--- config.mk ---
export PLATFORM = sky130hd
export DESIGN_NAME = stochastic_kd_cross_detector_top_flat
export DESIGN_NICKNAME = d
export VERILOG_FILES = /design/src/hdl/skd_pkg.sv /design/src/hdl/skd_ifs.sv /design/src/hdl/skd_div.sv /design/src/hdl/stochastic_kd_cross_detector_top.sv /design/src/flat_wrapper.sv
export SDC_FILE = /design/constraint.sdc
export NUM_CORES = 2
export LEC_CHECK = 0
export BUFFER_PORTS_ARGS = -buffer_cell sky130_fd_sc_hd__buf_2
export CAP_MARGIN = 40
export CORE_MARGIN = 4
export CORE_UTILIZATION = 40
export DETAILED_ROUTE_END_ITERATION = 8
export SYNTH_ARGS = -nofsm -noshare
export SYNTH_HDL_FRONTEND = slang
export SYNTH_HIERARCHICAL = 1
export SYNTH_SLANG_ARGS = --single-unit
--- constraint.sdc ---
create_clock -name clock -period 34.7 [get_ports clock]
set_clock_uncertainty 0.05 [all_clocks]
set_input_delay 5.205 -clock clock [delete_from_list [all_inputs] [get_ports clock]]
set_output_delay 5.205 -clock clock [all_outputs]
set_load 0.02 [all_outputs]
--- src/hdl/skd_pkg.sv ---
`timescale 1ns / 1ps
package skd_pkg;

   localparam int DEF_LOOKBACK   = 8;
   localparam int DEF_PRICE_BITS = 24;

   localparam int VALUE_BITS  = 23;
   localparam int SUM_BITS    = 25;
   localparam int RECIP_BITS  = 26;
   localparam int RECIP_SHIFT = 27;

   localparam logic [VALUE_BITS-1:0] FULL_SCALE  = 23'd6553600;
   localparam logic [RECIP_BITS-1:0] RECIP_THREE = 26'd44739243;

   typedef enum logic [3:0] {
      ST_IDLE,
      ST_SCAN,
      ST_MUL,
      ST_DIV_START,
      ST_DIV_WAIT,
      ST_K_MUL,
      ST_K_SET,
      ST_D_MUL,
      ST_D_SET,
      ST_DONE
   } state_type;

   typedef enum logic [1:0] {
      REL_EQUAL = 2'd0,
      REL_BELOW = 2'd1,
      REL_ABOVE = 2'd2
   } rel_type;

   typedef enum logic [1:0] {
      CROSS_NONE   = 2'd0,
      CROSS_GOLDEN = 2'd1,
      CROSS_DEATH  = 2'd2
   } cross_type;

   typedef enum logic [1:0] {
      MSEL_RANGE,
      MSEL_K,
      MSEL_D
   } mul_sel_type;

   typedef struct packed {
      logic busy;
      logic done;
   } div_stat_type;

endpackage

--- src/hdl/skd_ifs.sv ---
`timescale 1ns / 1ps
interface skd_req_if #(
   parameter int PRICE_BITS = skd_pkg::DEF_PRICE_BITS
);
   logic                  valid;
   logic                  ready;
   logic [PRICE_BITS-1:0] close_price;
   logic [PRICE_BITS-1:0] high_price;
   logic [PRICE_BITS-1:0] low_price;
   logic                  series_start;

   modport source (output valid, close_price, high_price, low_price, series_start,
                   input ready);
   modport sink (input valid, close_price, high_price, low_price, series_start,
                 output ready);
endinterface

interface skd_rsp_if;
   logic                           valid;
   logic                           ready;
   logic [skd_pkg::VALUE_BITS-1:0] k_line;
   logic [skd_pkg::VALUE_BITS-1:0] d_line;
   logic                           k_ready;
   logic                           d_ready;
   logic [1:0]                     cross_kind;
   logic                           flat_range;

   modport source (output valid, k_line, d_line, k_ready, d_ready, cross_kind, flat_range,
                   input ready);
   modport sink (input valid, k_line, d_line, k_ready, d_ready, cross_kind, flat_range,
                 output ready);
endinterface

--- src/hdl/skd_div.sv ---
`timescale 1ns / 1ps
module skd_div #(
   parameter int PRICE_BITS = skd_pkg::DEF_PRICE_BITS
) (
   input  logic                                        clock,
   input  logic                                        reset,
   input  logic                                        start,
   input  logic [PRICE_BITS+skd_pkg::VALUE_BITS-1:0]   num,
   input  logic [PRICE_BITS-1:0]                       den,
   output skd_pkg::div_stat_type                       stat,
   output logic [skd_pkg::VALUE_BITS-1:0]              quot
);

   localparam int QB    = skd_pkg::VALUE_BITS;
   localparam int CNT_W = $clog2(QB + 1);

   logic [PRICE_BITS-1:0] rem_ff, rem_in;
   logic [PRICE_BITS-1:0] den_ff;
   logic [QB-1:0]         low_ff;
   logic [QB-1:0]         quot_ff, quot_in;
   logic [CNT_W-1:0]      cnt_ff;
   logic                  busy_ff;
   logic                  done_ff;
   logic [PRICE_BITS:0]   trial;
   logic                  fits;

   // one quotient bit per cycle, remainder stays below the divisor
   always_comb begin
      trial   = {rem_ff, low_ff[QB-1]};
      fits    = trial >= {1'b0, den_ff};
      rem_in  = fits ? PRICE_BITS'(trial - {1'b0, den_ff}) : trial[PRICE_BITS-1:0];
      quot_in = {quot_ff[QB-2:0], fits};
   end

   always_ff @(posedge clock) begin
      if (reset) begin
         busy_ff <= 1'b0;
         done_ff <= 1'b0;
         cnt_ff  <= '0;
      end else begin
         done_ff <= 1'b0;
         if (start) begin
            rem_ff  <= num[PRICE_BITS+QB-1:QB];
            low_ff  <= num[QB-1:0];
            den_ff  <= den;
            cnt_ff  <= CNT_W'(QB);
            busy_ff <= 1'b1;
         end else if (busy_ff) begin
            rem_ff  <= rem_in;
            low_ff  <= {low_ff[QB-2:0], 1'b0};
            quot_ff <= quot_in;
            cnt_ff  <= cnt_ff - 1'b1;
            if (cnt_ff == CNT_W'(1)) begin
               busy_ff <= 1'b0;
               done_ff <= 1'b1;
            end
         end
      end
   end

   assign stat.busy = busy_ff;
   assign stat.done = done_ff;
   assign quot      = quot_ff;

   a_start_idle: assert property (@(posedge clock) disable iff (reset)
      start |-> !busy_ff)
      else $error("divider started while busy");

   a_start_busy: assert property (@(posedge clock) disable iff (reset)
      start |=> busy_ff && cnt_ff == CNT_W'(QB))
      else $error("divider did not load");

   a_done_end: assert property (@(posedge clock) disable iff (reset)
      done_ff |-> !busy_ff && $past(busy_ff))
      else $error("divider done without a finished run");

endmodule

--- src/hdl/stochastic_kd_cross_detector_top.sv ---
`timescale 1ns / 1ps
// sequence: an accepted item runs the window scan and the range multiply, then the range division when
//   the raw value is not clipped or flat and the window has filled, then the K and D smoothing steps
// flow: no new item is taken until the last result has been loaded for output; the 23-step divider and the
//   one-entry-per-cycle window scan, with one shared multiplier for scaling and the thirds, pace each item
// reset: synchronous, clears window, bar count, histories and result valid; first item is bar 0
module stochastic_kd_cross_detector_top #(
   parameter int LOOKBACK   = skd_pkg::DEF_LOOKBACK,
   parameter int PRICE_BITS = skd_pkg::DEF_PRICE_BITS
) (
   input logic        clock,
   input logic        reset,
   skd_req_if.sink    req_ch,
   skd_rsp_if.source  rsp_ch
);

   localparam int VB          = skd_pkg::VALUE_BITS;
   localparam int DEPTH       = LOOKBACK + 1;
   localparam int IDX_W       = $clog2(DEPTH);
   localparam int K_START     = LOOKBACK + 2;
   localparam int D_START     = LOOKBACK + 4;
   localparam int CROSS_START = LOOKBACK + 5;
   localparam int CNT_W       = $clog2(CROSS_START + 1);
   localparam int MUL_A       = (PRICE_BITS > skd_pkg::SUM_BITS) ? PRICE_BITS
                                                                 : skd_pkg::SUM_BITS;
   localparam int PROD_W      = MUL_A + skd_pkg::RECIP_BITS;
   localparam int NUM_W       = PRICE_BITS + VB;

   skd_pkg::state_type    state_ff, state_in;
   skd_pkg::mul_sel_type  mul_sel;
   skd_pkg::rel_type      rel_ff, rel_now;
   skd_pkg::cross_type    cross_ff, cross_now;
   skd_pkg::div_stat_type div_stat;

   logic [PRICE_BITS-1:0] high_win_ff [DEPTH];
   logic [PRICE_BITS-1:0] high_win_in [DEPTH];
   logic [PRICE_BITS-1:0] low_win_ff  [DEPTH];
   logic [PRICE_BITS-1:0] low_win_in  [DEPTH];

   logic [CNT_W-1:0]      bar_count_ff, idx_ff, new_idx;
   logic [IDX_W-1:0]      scan_ff;
   logic [PRICE_BITS-1:0] close_ff, hh_ff, ll_ff, high_sel, low_sel;
   logic [VB-1:0]         raw_ff, k_ff, d_ff;
   logic [VB-1:0]         raw_hist_ff [2];
   logic [VB-1:0]         k_hist_ff   [2];
   logic [VB-1:0]         d_prev_ff;
   logic                  flat_ff;
   logic [PROD_W-1:0]     prod_ff, prod_in;

   logic                  rsp_valid_ff, k_rdy_ff, d_rdy_ff, flat_out_ff;
   logic [VB-1:0]         k_out_ff, d_out_ff;

   logic                  accept, req_ready, div_start, load_out, out_free;
   logic                  scan_last, active, flat_now, low_clip, high_clip, need_div;
   logic                  first, neg;
   logic [VB-1:0]         tgt, prv, seed_b, seed_c, mag, third, smooth_val;
   logic [skd_pkg::SUM_BITS-1:0]   seed_sum;
   logic [MUL_A-1:0]               mul_a;
   logic [skd_pkg::RECIP_BITS-1:0] mul_b;
   logic [VB-1:0]                  div_quot;

   assign accept   = req_ch.valid && req_ready;
   assign out_free = !rsp_valid_ff || rsp_ch.ready;
   assign new_idx  = req_ch.series_start ? '0 : bar_count_ff;

   // window shift on accept, series start empties older entries
   always_comb begin
      high_win_in = high_win_ff;
      low_win_in  = low_win_ff;
      if (accept) begin
         high_win_in[0] = req_ch.high_price;
         low_win_in[0]  = req_ch.low_price;
         for (int j = 1; j < DEPTH; j++) begin
            high_win_in[j] = req_ch.series_start ? '0 : high_win_ff[j-1];
            low_win_in[j]  = req_ch.series_start ? '0 : low_win_ff[j-1];
         end
      end
   end

   assign high_sel  = high_win_ff[scan_ff];
   assign low_sel   = low_win_ff[scan_ff];
   assign scan_last = scan_ff == IDX_W'(DEPTH - 1);

   assign active    = idx_ff >= CNT_W'(LOOKBACK);
   assign flat_now  = active && (hh_ff <= ll_ff);
   assign low_clip  = close_ff <= ll_ff;
   assign high_clip = close_ff >= hh_ff;
   assign need_div  = active && !flat_now && !low_clip && !high_clip;

   // operands for the shared multiplier
   always_comb begin
      if (mul_sel == skd_pkg::MSEL_D) begin
         tgt    = k_ff;
         prv    = d_prev_ff;
         seed_b = k_hist_ff[0];
         seed_c = k_hist_ff[1];
         first  = idx_ff == CNT_W'(D_START);
      end else begin
         tgt    = raw_ff;
         prv    = k_hist_ff[0];
         seed_b = raw_hist_ff[0];
         seed_c = raw_hist_ff[1];
         first  = idx_ff == CNT_W'(K_START);
      end
      neg      = tgt < prv;
      mag      = neg ? prv - tgt : tgt - prv;
      seed_sum = skd_pkg::SUM_BITS'(tgt) + skd_pkg::SUM_BITS'(seed_b)
               + skd_pkg::SUM_BITS'(seed_c);
      if (mul_sel == skd_pkg::MSEL_RANGE) begin
         mul_a = MUL_A'(close_ff - ll_ff);
         mul_b = skd_pkg::RECIP_BITS'(skd_pkg::FULL_SCALE);
      end else begin
         mul_a = first ? MUL_A'(seed_sum) : MUL_A'(mag);
         mul_b = skd_pkg::RECIP_THREE;
      end
      third      = prod_ff[skd_pkg::RECIP_SHIFT +: VB];
      smooth_val = first ? third : (neg ? prv - third : prv + third);
   end

   assign prod_in = PROD_W'(mul_a) * PROD_W'(mul_b);

   always_comb begin
      if (k_ff < d_ff) begin
         rel_now = skd_pkg::REL_BELOW;
      end else if (k_ff > d_ff) begin
         rel_now = skd_pkg::REL_ABOVE;
      end else begin
         rel_now = skd_pkg::REL_EQUAL;
      end
      cross_now = skd_pkg::CROSS_NONE;
      if (idx_ff >= CNT_W'(CROSS_START)) begin
         priority if (rel_ff == skd_pkg::REL_BELOW && rel_now != skd_pkg::REL_BELOW) begin
            cross_now = skd_pkg::CROSS_GOLDEN;
         end else if (rel_ff == skd_pkg::REL_ABOVE && rel_now != skd_pkg::REL_ABOVE) begin
            cross_now = skd_pkg::CROSS_DEATH;
         end else begin
            cross_now = skd_pkg::CROSS_NONE;
         end
      end
   end

   skd_div #(
      .PRICE_BITS (PRICE_BITS)
   ) u_div (
      .clock (clock),
      .reset (reset),
      .start (div_start),
      .num   (prod_ff[NUM_W-1:0]),
      .den   (hh_ff - ll_ff),
      .stat  (div_stat),
      .quot  (div_quot)
   );

   // next state
   always_comb begin
      state_in = state_ff;
      unique case (state_ff)
         skd_pkg::ST_IDLE:      if (accept) state_in = skd_pkg::ST_SCAN;
         skd_pkg::ST_SCAN:      if (scan_last) state_in = skd_pkg::ST_MUL;
         skd_pkg::ST_MUL:       state_in = need_div ? skd_pkg::ST_DIV_START
                                                    : skd_pkg::ST_K_MUL;
         skd_pkg::ST_DIV_START: state_in = skd_pkg::ST_DIV_WAIT;
         skd_pkg::ST_DIV_WAIT:  if (div_stat.done) state_in = skd_pkg::ST_K_MUL;
         skd_pkg::ST_K_MUL:     state_in = skd_pkg::ST_K_SET;
         skd_pkg::ST_K_SET:     state_in = skd_pkg::ST_D_MUL;
         skd_pkg::ST_D_MUL:     state_in = skd_pkg::ST_D_SET;
         skd_pkg::ST_D_SET:     state_in = skd_pkg::ST_DONE;
         skd_pkg::ST_DONE:      if (out_free) state_in = skd_pkg::ST_IDLE;
         default:               state_in = skd_pkg::ST_IDLE;
      endcase
   end

   // sequencer outputs
   always_comb begin
      req_ready = state_ff == skd_pkg::ST_IDLE;
      div_start = state_ff == skd_pkg::ST_DIV_START;
      load_out  = (state_ff == skd_pkg::ST_DONE) && out_free;
      unique case (state_ff)
         skd_pkg::ST_K_MUL, skd_pkg::ST_K_SET: mul_sel = skd_pkg::MSEL_K;
         skd_pkg::ST_D_MUL, skd_pkg::ST_D_SET: mul_sel = skd_pkg::MSEL_D;
         default:                              mul_sel = skd_pkg::MSEL_RANGE;
      endcase
   end

   always_ff @(posedge clock) begin
      if (reset) begin
         for (int j = 0; j < DEPTH; j++) begin
            high_win_ff[j] <= '0;
            low_win_ff[j]  <= '0;
         end
      end else begin
         high_win_ff <= high_win_in;
         low_win_ff  <= low_win_in;
      end
   end

   always_ff @(posedge clock) begin
      if (reset) begin
         state_ff       <= skd_pkg::ST_IDLE;
         bar_count_ff   <= '0;
         raw_hist_ff[0] <= '0;
         raw_hist_ff[1] <= '0;
         k_hist_ff[0]   <= '0;
         k_hist_ff[1]   <= '0;
         d_prev_ff      <= '0;
         rel_ff         <= skd_pkg::REL_EQUAL;
         rsp_valid_ff   <= 1'b0;
      end else begin
         state_ff <= state_in;

         if (accept) begin
            bar_count_ff <= (new_idx < CNT_W'(CROSS_START)) ? new_idx + 1'b1
                                                            : CNT_W'(CROSS_START);
            idx_ff       <= new_idx;
            close_ff     <= req_ch.close_price;
            hh_ff        <= req_ch.high_price;
            ll_ff        <= req_ch.low_price;
            scan_ff      <= IDX_W'(1);
            if (req_ch.series_start) begin
               raw_hist_ff[0] <= '0;
               raw_hist_ff[1] <= '0;
               k_hist_ff[0]   <= '0;
               k_hist_ff[1]   <= '0;
               d_prev_ff      <= '0;
               rel_ff         <= skd_pkg::REL_EQUAL;
            end
         end

         if (state_ff == skd_pkg::ST_SCAN) begin
            if (high_sel > hh_ff) hh_ff <= high_sel;
            if (low_sel < ll_ff) ll_ff <= low_sel;
            scan_ff <= scan_ff + 1'b1;
         end

         if (state_ff == skd_pkg::ST_MUL) begin
            prod_ff <= prod_in;
            flat_ff <= flat_now;
            raw_ff  <= (active && !flat_now && !low_clip && high_clip) ? skd_pkg::FULL_SCALE
                                                                       : '0;
         end

         if (state_ff == skd_pkg::ST_DIV_WAIT && div_stat.done) begin
            raw_ff <= div_quot;
         end

         if (state_ff == skd_pkg::ST_K_MUL || state_ff == skd_pkg::ST_D_MUL) begin
            prod_ff <= prod_in;
         end

         if (state_ff == skd_pkg::ST_K_SET) begin
            k_ff <= (idx_ff < CNT_W'(K_START)) ? '0 : smooth_val;
         end

         if (state_ff == skd_pkg::ST_D_SET) begin
            d_ff <= (idx_ff < CNT_W'(D_START)) ? '0 : smooth_val;
         end

         if (load_out) begin
            raw_hist_ff[1] <= raw_hist_ff[0];
            raw_hist_ff[0] <= raw_ff;
            k_hist_ff[1]   <= k_hist_ff[0];
            k_hist_ff[0]   <= k_ff;
            d_prev_ff      <= d_ff;
            if (idx_ff >= CNT_W'(D_START)) rel_ff <= rel_now;
            k_out_ff     <= k_ff;
            d_out_ff     <= d_ff;
            k_rdy_ff     <= idx_ff >= CNT_W'(K_START);
            d_rdy_ff     <= idx_ff >= CNT_W'(D_START);
            cross_ff     <= cross_now;
            flat_out_ff  <= flat_ff;
            rsp_valid_ff <= 1'b1;
         end else if (rsp_ch.ready) begin
            rsp_valid_ff <= 1'b0;
         end
      end
   end

   assign req_ch.ready      = req_ready;
   assign rsp_ch.valid      = rsp_valid_ff;
   assign rsp_ch.k_line     = k_out_ff;
   assign rsp_ch.d_line     = d_out_ff;
   assign rsp_ch.k_ready    = k_rdy_ff;
   assign rsp_ch.d_ready    = d_rdy_ff;
   assign rsp_ch.cross_kind = cross_ff;
   assign rsp_ch.flat_range = flat_out_ff;

   a_accept_scan: assert property (@(posedge clock) disable iff (reset)
      accept |=> state_ff == skd_pkg::ST_SCAN)
      else $error("accepted item did not start the scan");

   a_div_running: assert property (@(posedge clock) disable iff (reset)
      state_ff == skd_pkg::ST_DIV_WAIT |-> div_stat.busy || div_stat.done)
      else $error("waiting on an idle divider");

   a_raw_scale: assert property (@(posedge clock) disable iff (reset)
      state_ff == skd_pkg::ST_K_MUL |-> raw_ff <= skd_pkg::FULL_SCALE)
      else $error("raw value above full scale");

   a_kd_scale: assert property (@(posedge clock) disable iff (reset)
      state_ff == skd_pkg::ST_DONE |-> k_ff <= skd_pkg::FULL_SCALE
                                       && d_ff <= skd_pkg::FULL_SCALE)
      else $error("k or d above full scale");

   a_cross_ready: assert property (@(posedge clock) disable iff (reset)
      rsp_valid_ff && cross_ff != skd_pkg::CROSS_NONE |-> k_rdy_ff && d_rdy_ff)
      else $error("cross reported before d is defined");

endmodule
--- src/flat_wrapper.sv ---
// flat-port wrapper written by rule: the top's interface ports become plain ports
module stochastic_kd_cross_detector_top_flat 
#(
   parameter int LOOKBACK   = skd_pkg::DEF_LOOKBACK,
   parameter int PRICE_BITS = skd_pkg::DEF_PRICE_BITS
)
  (clock, reset, req_ch_valid, req_ch_close_price, req_ch_high_price, req_ch_low_price, req_ch_series_start, req_ch_ready, rsp_ch_valid, rsp_ch_k_line, rsp_ch_d_line, rsp_ch_k_ready, rsp_ch_d_ready, rsp_ch_cross_kind, rsp_ch_flat_range, rsp_ch_ready);
  skd_req_if #(.PRICE_BITS(PRICE_BITS)) req_ch_i ();
  skd_rsp_if rsp_ch_i ();
  input logic clock;
  input logic reset;
  input wire logic [$bits(req_ch_i.valid)-1:0] req_ch_valid;
  input wire logic [$bits(req_ch_i.close_price)-1:0] req_ch_close_price;
  input wire logic [$bits(req_ch_i.high_price)-1:0] req_ch_high_price;
  input wire logic [$bits(req_ch_i.low_price)-1:0] req_ch_low_price;
  input wire logic [$bits(req_ch_i.series_start)-1:0] req_ch_series_start;
  output wire logic [$bits(req_ch_i.ready)-1:0] req_ch_ready;
  output wire logic [$bits(rsp_ch_i.valid)-1:0] rsp_ch_valid;
  output wire logic [$bits(rsp_ch_i.k_line)-1:0] rsp_ch_k_line;
  output wire logic [$bits(rsp_ch_i.d_line)-1:0] rsp_ch_d_line;
  output wire logic [$bits(rsp_ch_i.k_ready)-1:0] rsp_ch_k_ready;
  output wire logic [$bits(rsp_ch_i.d_ready)-1:0] rsp_ch_d_ready;
  output wire logic [$bits(rsp_ch_i.cross_kind)-1:0] rsp_ch_cross_kind;
  output wire logic [$bits(rsp_ch_i.flat_range)-1:0] rsp_ch_flat_range;
  input wire logic [$bits(rsp_ch_i.ready)-1:0] rsp_ch_ready;
  assign req_ch_i.valid = req_ch_valid;
  assign req_ch_i.close_price = req_ch_close_price;
  assign req_ch_i.high_price = req_ch_high_price;
  assign req_ch_i.low_price = req_ch_low_price;
  assign req_ch_i.series_start = req_ch_series_start;
  assign req_ch_ready = req_ch_i.ready;
  assign rsp_ch_valid = rsp_ch_i.valid;
  assign rsp_ch_k_line = rsp_ch_i.k_line;
  assign rsp_ch_d_line = rsp_ch_i.d_line;
  assign rsp_ch_k_ready = rsp_ch_i.k_ready;
  assign rsp_ch_d_ready = rsp_ch_i.d_ready;
  assign rsp_ch_cross_kind = rsp_ch_i.cross_kind;
  assign rsp_ch_flat_range = rsp_ch_i.flat_range;
  assign rsp_ch_i.ready = rsp_ch_ready;
  stochastic_kd_cross_detector_top #(.LOOKBACK(LOOKBACK), .PRICE_BITS(PRICE_BITS)) u_core (.clock(clock), .reset(reset), .req_ch(req_ch_i), .rsp_ch(rsp_ch_i));
endmodule
==> flow_metrics.tcl <==
set metrics [dict create \
    status "completed" \
    finalHoldViolations 0 \
    report.final.slew_viol_count 0 \
    fillCellCount 13822 \
    p_per_area_nw_per_um2 93.7 \
    clock_sinks 910 \
    period_share 0.404 \
    wire_per_inst_um 21.8 \
    cts_tree "done" \
    cts_buffers 101 \
    grt_max_degree 221 \
    die_area_um2 153000 \
    clockPowerShare 0.178 \
    core_um2 146000 \
    dp_cells 7342 \
    gr-total-overflow 0 \
    drc 0 \
    setup_viol 0 \
    final.min_clock_period_ps 14010 \
    critPathKind "reg2reg" \
    crit_top_cell "a21o_1" \
    tightest_slew_ps 1220 \
    hold_buffers 0 \
    critPathMaxFanout 49 \
    antenna_left 0 \
    end_kind "flop" \
    drive_gt1_frac 0.104 \
    p_switching_mw 2.73 \
    clk_pin_slew_ps 80 \
    p_int_mw 3.34 \
    h-tree-depth 3 \
    dr.pass1.iters 5 \
    p_leak_nw 28.2 \
    die_h_um 391 \
    hpwl_mm 123 \
    die_x_um 391 \
    comb_power_share 0.598 \
    r2r_slack_ps 20690 \
    arrival_ps 14390 \
    multiInputGateArea_um2 32900 \
    relSlewSlack 0.184 \
    routed_via_density 5.53 \
    regArea_um2 22600 \
    final_nets 6392 \
    cts.path.max_buffers 3 \
    root_buffer "clkbuf_16" \
    slowest_stage "buf_4" \
    critPathRequiredTime_ps 35070 \
    startpoint_type "flop" \
    rsz0062_at_grt "false" \
    stdcell_count 7533 \
    post_cts_buffers 0 \
    synthCells 5490 \
    start_util 0.403 \
    fmax_mhz 71.4 \
    drtIter0Drc 2924 \
    p_seq_frac 0.224 \
    hold_class "reg2reg" \
    avgSynthCellArea_um2 10.7 \
    vias 41693 \
    grt_pass1_vias 40938 \
    maxCapViolCount 0 \
    ir_worst_vdd_uv 209 \
    wirelength_mm 164 \
    insertion_delay_ps 740 \
    rows 140 \
    io_buffers 129 \
    fin_tns_setup_ps 0 \
    grt_pass1_wl_mm 249 \
    grt_usage 0.210 \
    gp_congestion 0.925 \
    postCtsResizedCells 0 \
    io_pins 130 \
    ys_warn_count 6 \
    antenna_found_initial 7 \
    switching_share 0.450 \
    slowest_delay_ps 760 \
    syn_area_um2 58700 \
    syn2layout_area_growth_pct 10.4 \
]
-- power by group through the flow --
stage / Clock, mW / Sequential [mW] / Combinational [mW]
2_1_floorplan: 0 / 1.36 / 2.56
3_3_place_gp: 0 / 1.38 / 3.55
3_5_place_dp: 0 / 1.38 / 3.54
4_1_cts: 1.11 / 1.36 / 3.60
5_1_grt: 1.15 / 1.36 / 4.04
6_report: 1.08 / 1.36 / 3.64
-- final cells by class --
| type | count | area share |
|---|---|---|
| Antenna cell | 1 | 0.0000386 |
| Clock buffer | 162 | 0.0476 |
| Clock inverter | 28 | 0.00459 |
| Inverter | 636 | 0.0368 |
| Multi-Input combinational cell | 3694 | 0.507 |
| Sequential cell | 910 | 0.348 |
| Tap cell | 1917 | 0.0370 |
| Timing Repair Buffer | 185 | 0.0181 |
-- flip-flops by register name (all words and copies together) (netlist names), 46 cells and up --
name                count
u_core/low_win_ff     216
u_core/prod_ff         50
u_core/high_win_ff    216
u_core/raw_hist_ff     46
u_core/k_hist_ff       46
-- path summary, 6_finish.rpt --
path / start / to / cells past startpoint
min: u_core/u_div/quot[21] / u_core/u_div/quot[22] / 0
max: u_core/state_ff[0] / u_core/prod_ff[48] / 41
min reg2reg: u_core/u_div/quot[21] / u_core/u_div/quot[22] / 0
max reg2reg: u_core/state_ff[0] / u_core/prod_ff[48] / 41
-- cell usage in the layout (no fill, tap or decap), types with 61 or more instances in the layout --
cell type	instances
nor2_1	202
mux4_2	96
and2_1	122
mux2_2	61
o21ai_0	213
clkbuf_16	105
dfxtp_1	473
inv_1	632
xnor2_1	129
ha_1	504
buf_2	129
a22o_1	407
fa_1	283
a21o_1	127
nand2_1	349
edfxtp_1	437
mux2i_1	149
a21oi_1	267
-- routing by layer --
metal | vias to the layer above | track usage | part of all wire
met5 | - | 0 | 0.000055
met4 | 2 | 0.0643 | 0.031
met3 | 217 | 0.0282 | 0.049
met2 | 1069 | 0.347 | 0.47
met1 | 20720 | 0.286 | 0.45
li1 | 19685 | - | -
-- worst max-delay path: cells and delay by family (launching register included) --
kind / cells / cell delay, ps
flops: 1 / 670
compound gates: 15 / 4470
fa+ha+maj: 9 / 3600
buf+inv: 6 / 1620
simple gates: 6 / 1750
xor+xnor: 3 / 690
mux: 2 / 770
-- per-stage QoR --
step	worst slack, ps	area, um^2	total power [mW]	hold slack, ps	util
after floorplan	22860	58800	3.92	350	-
after global placement	21120	61300	4.93	355	0.421
after detailed placement	20840	61500	4.93	368	0.422
after CTS	20760	64800	6.07	365	0.445
after global routing	19820	64800	6.55	371	0.445
final	20690	64800	6.08	358	0.445
(Power assumes the default switching activity.)
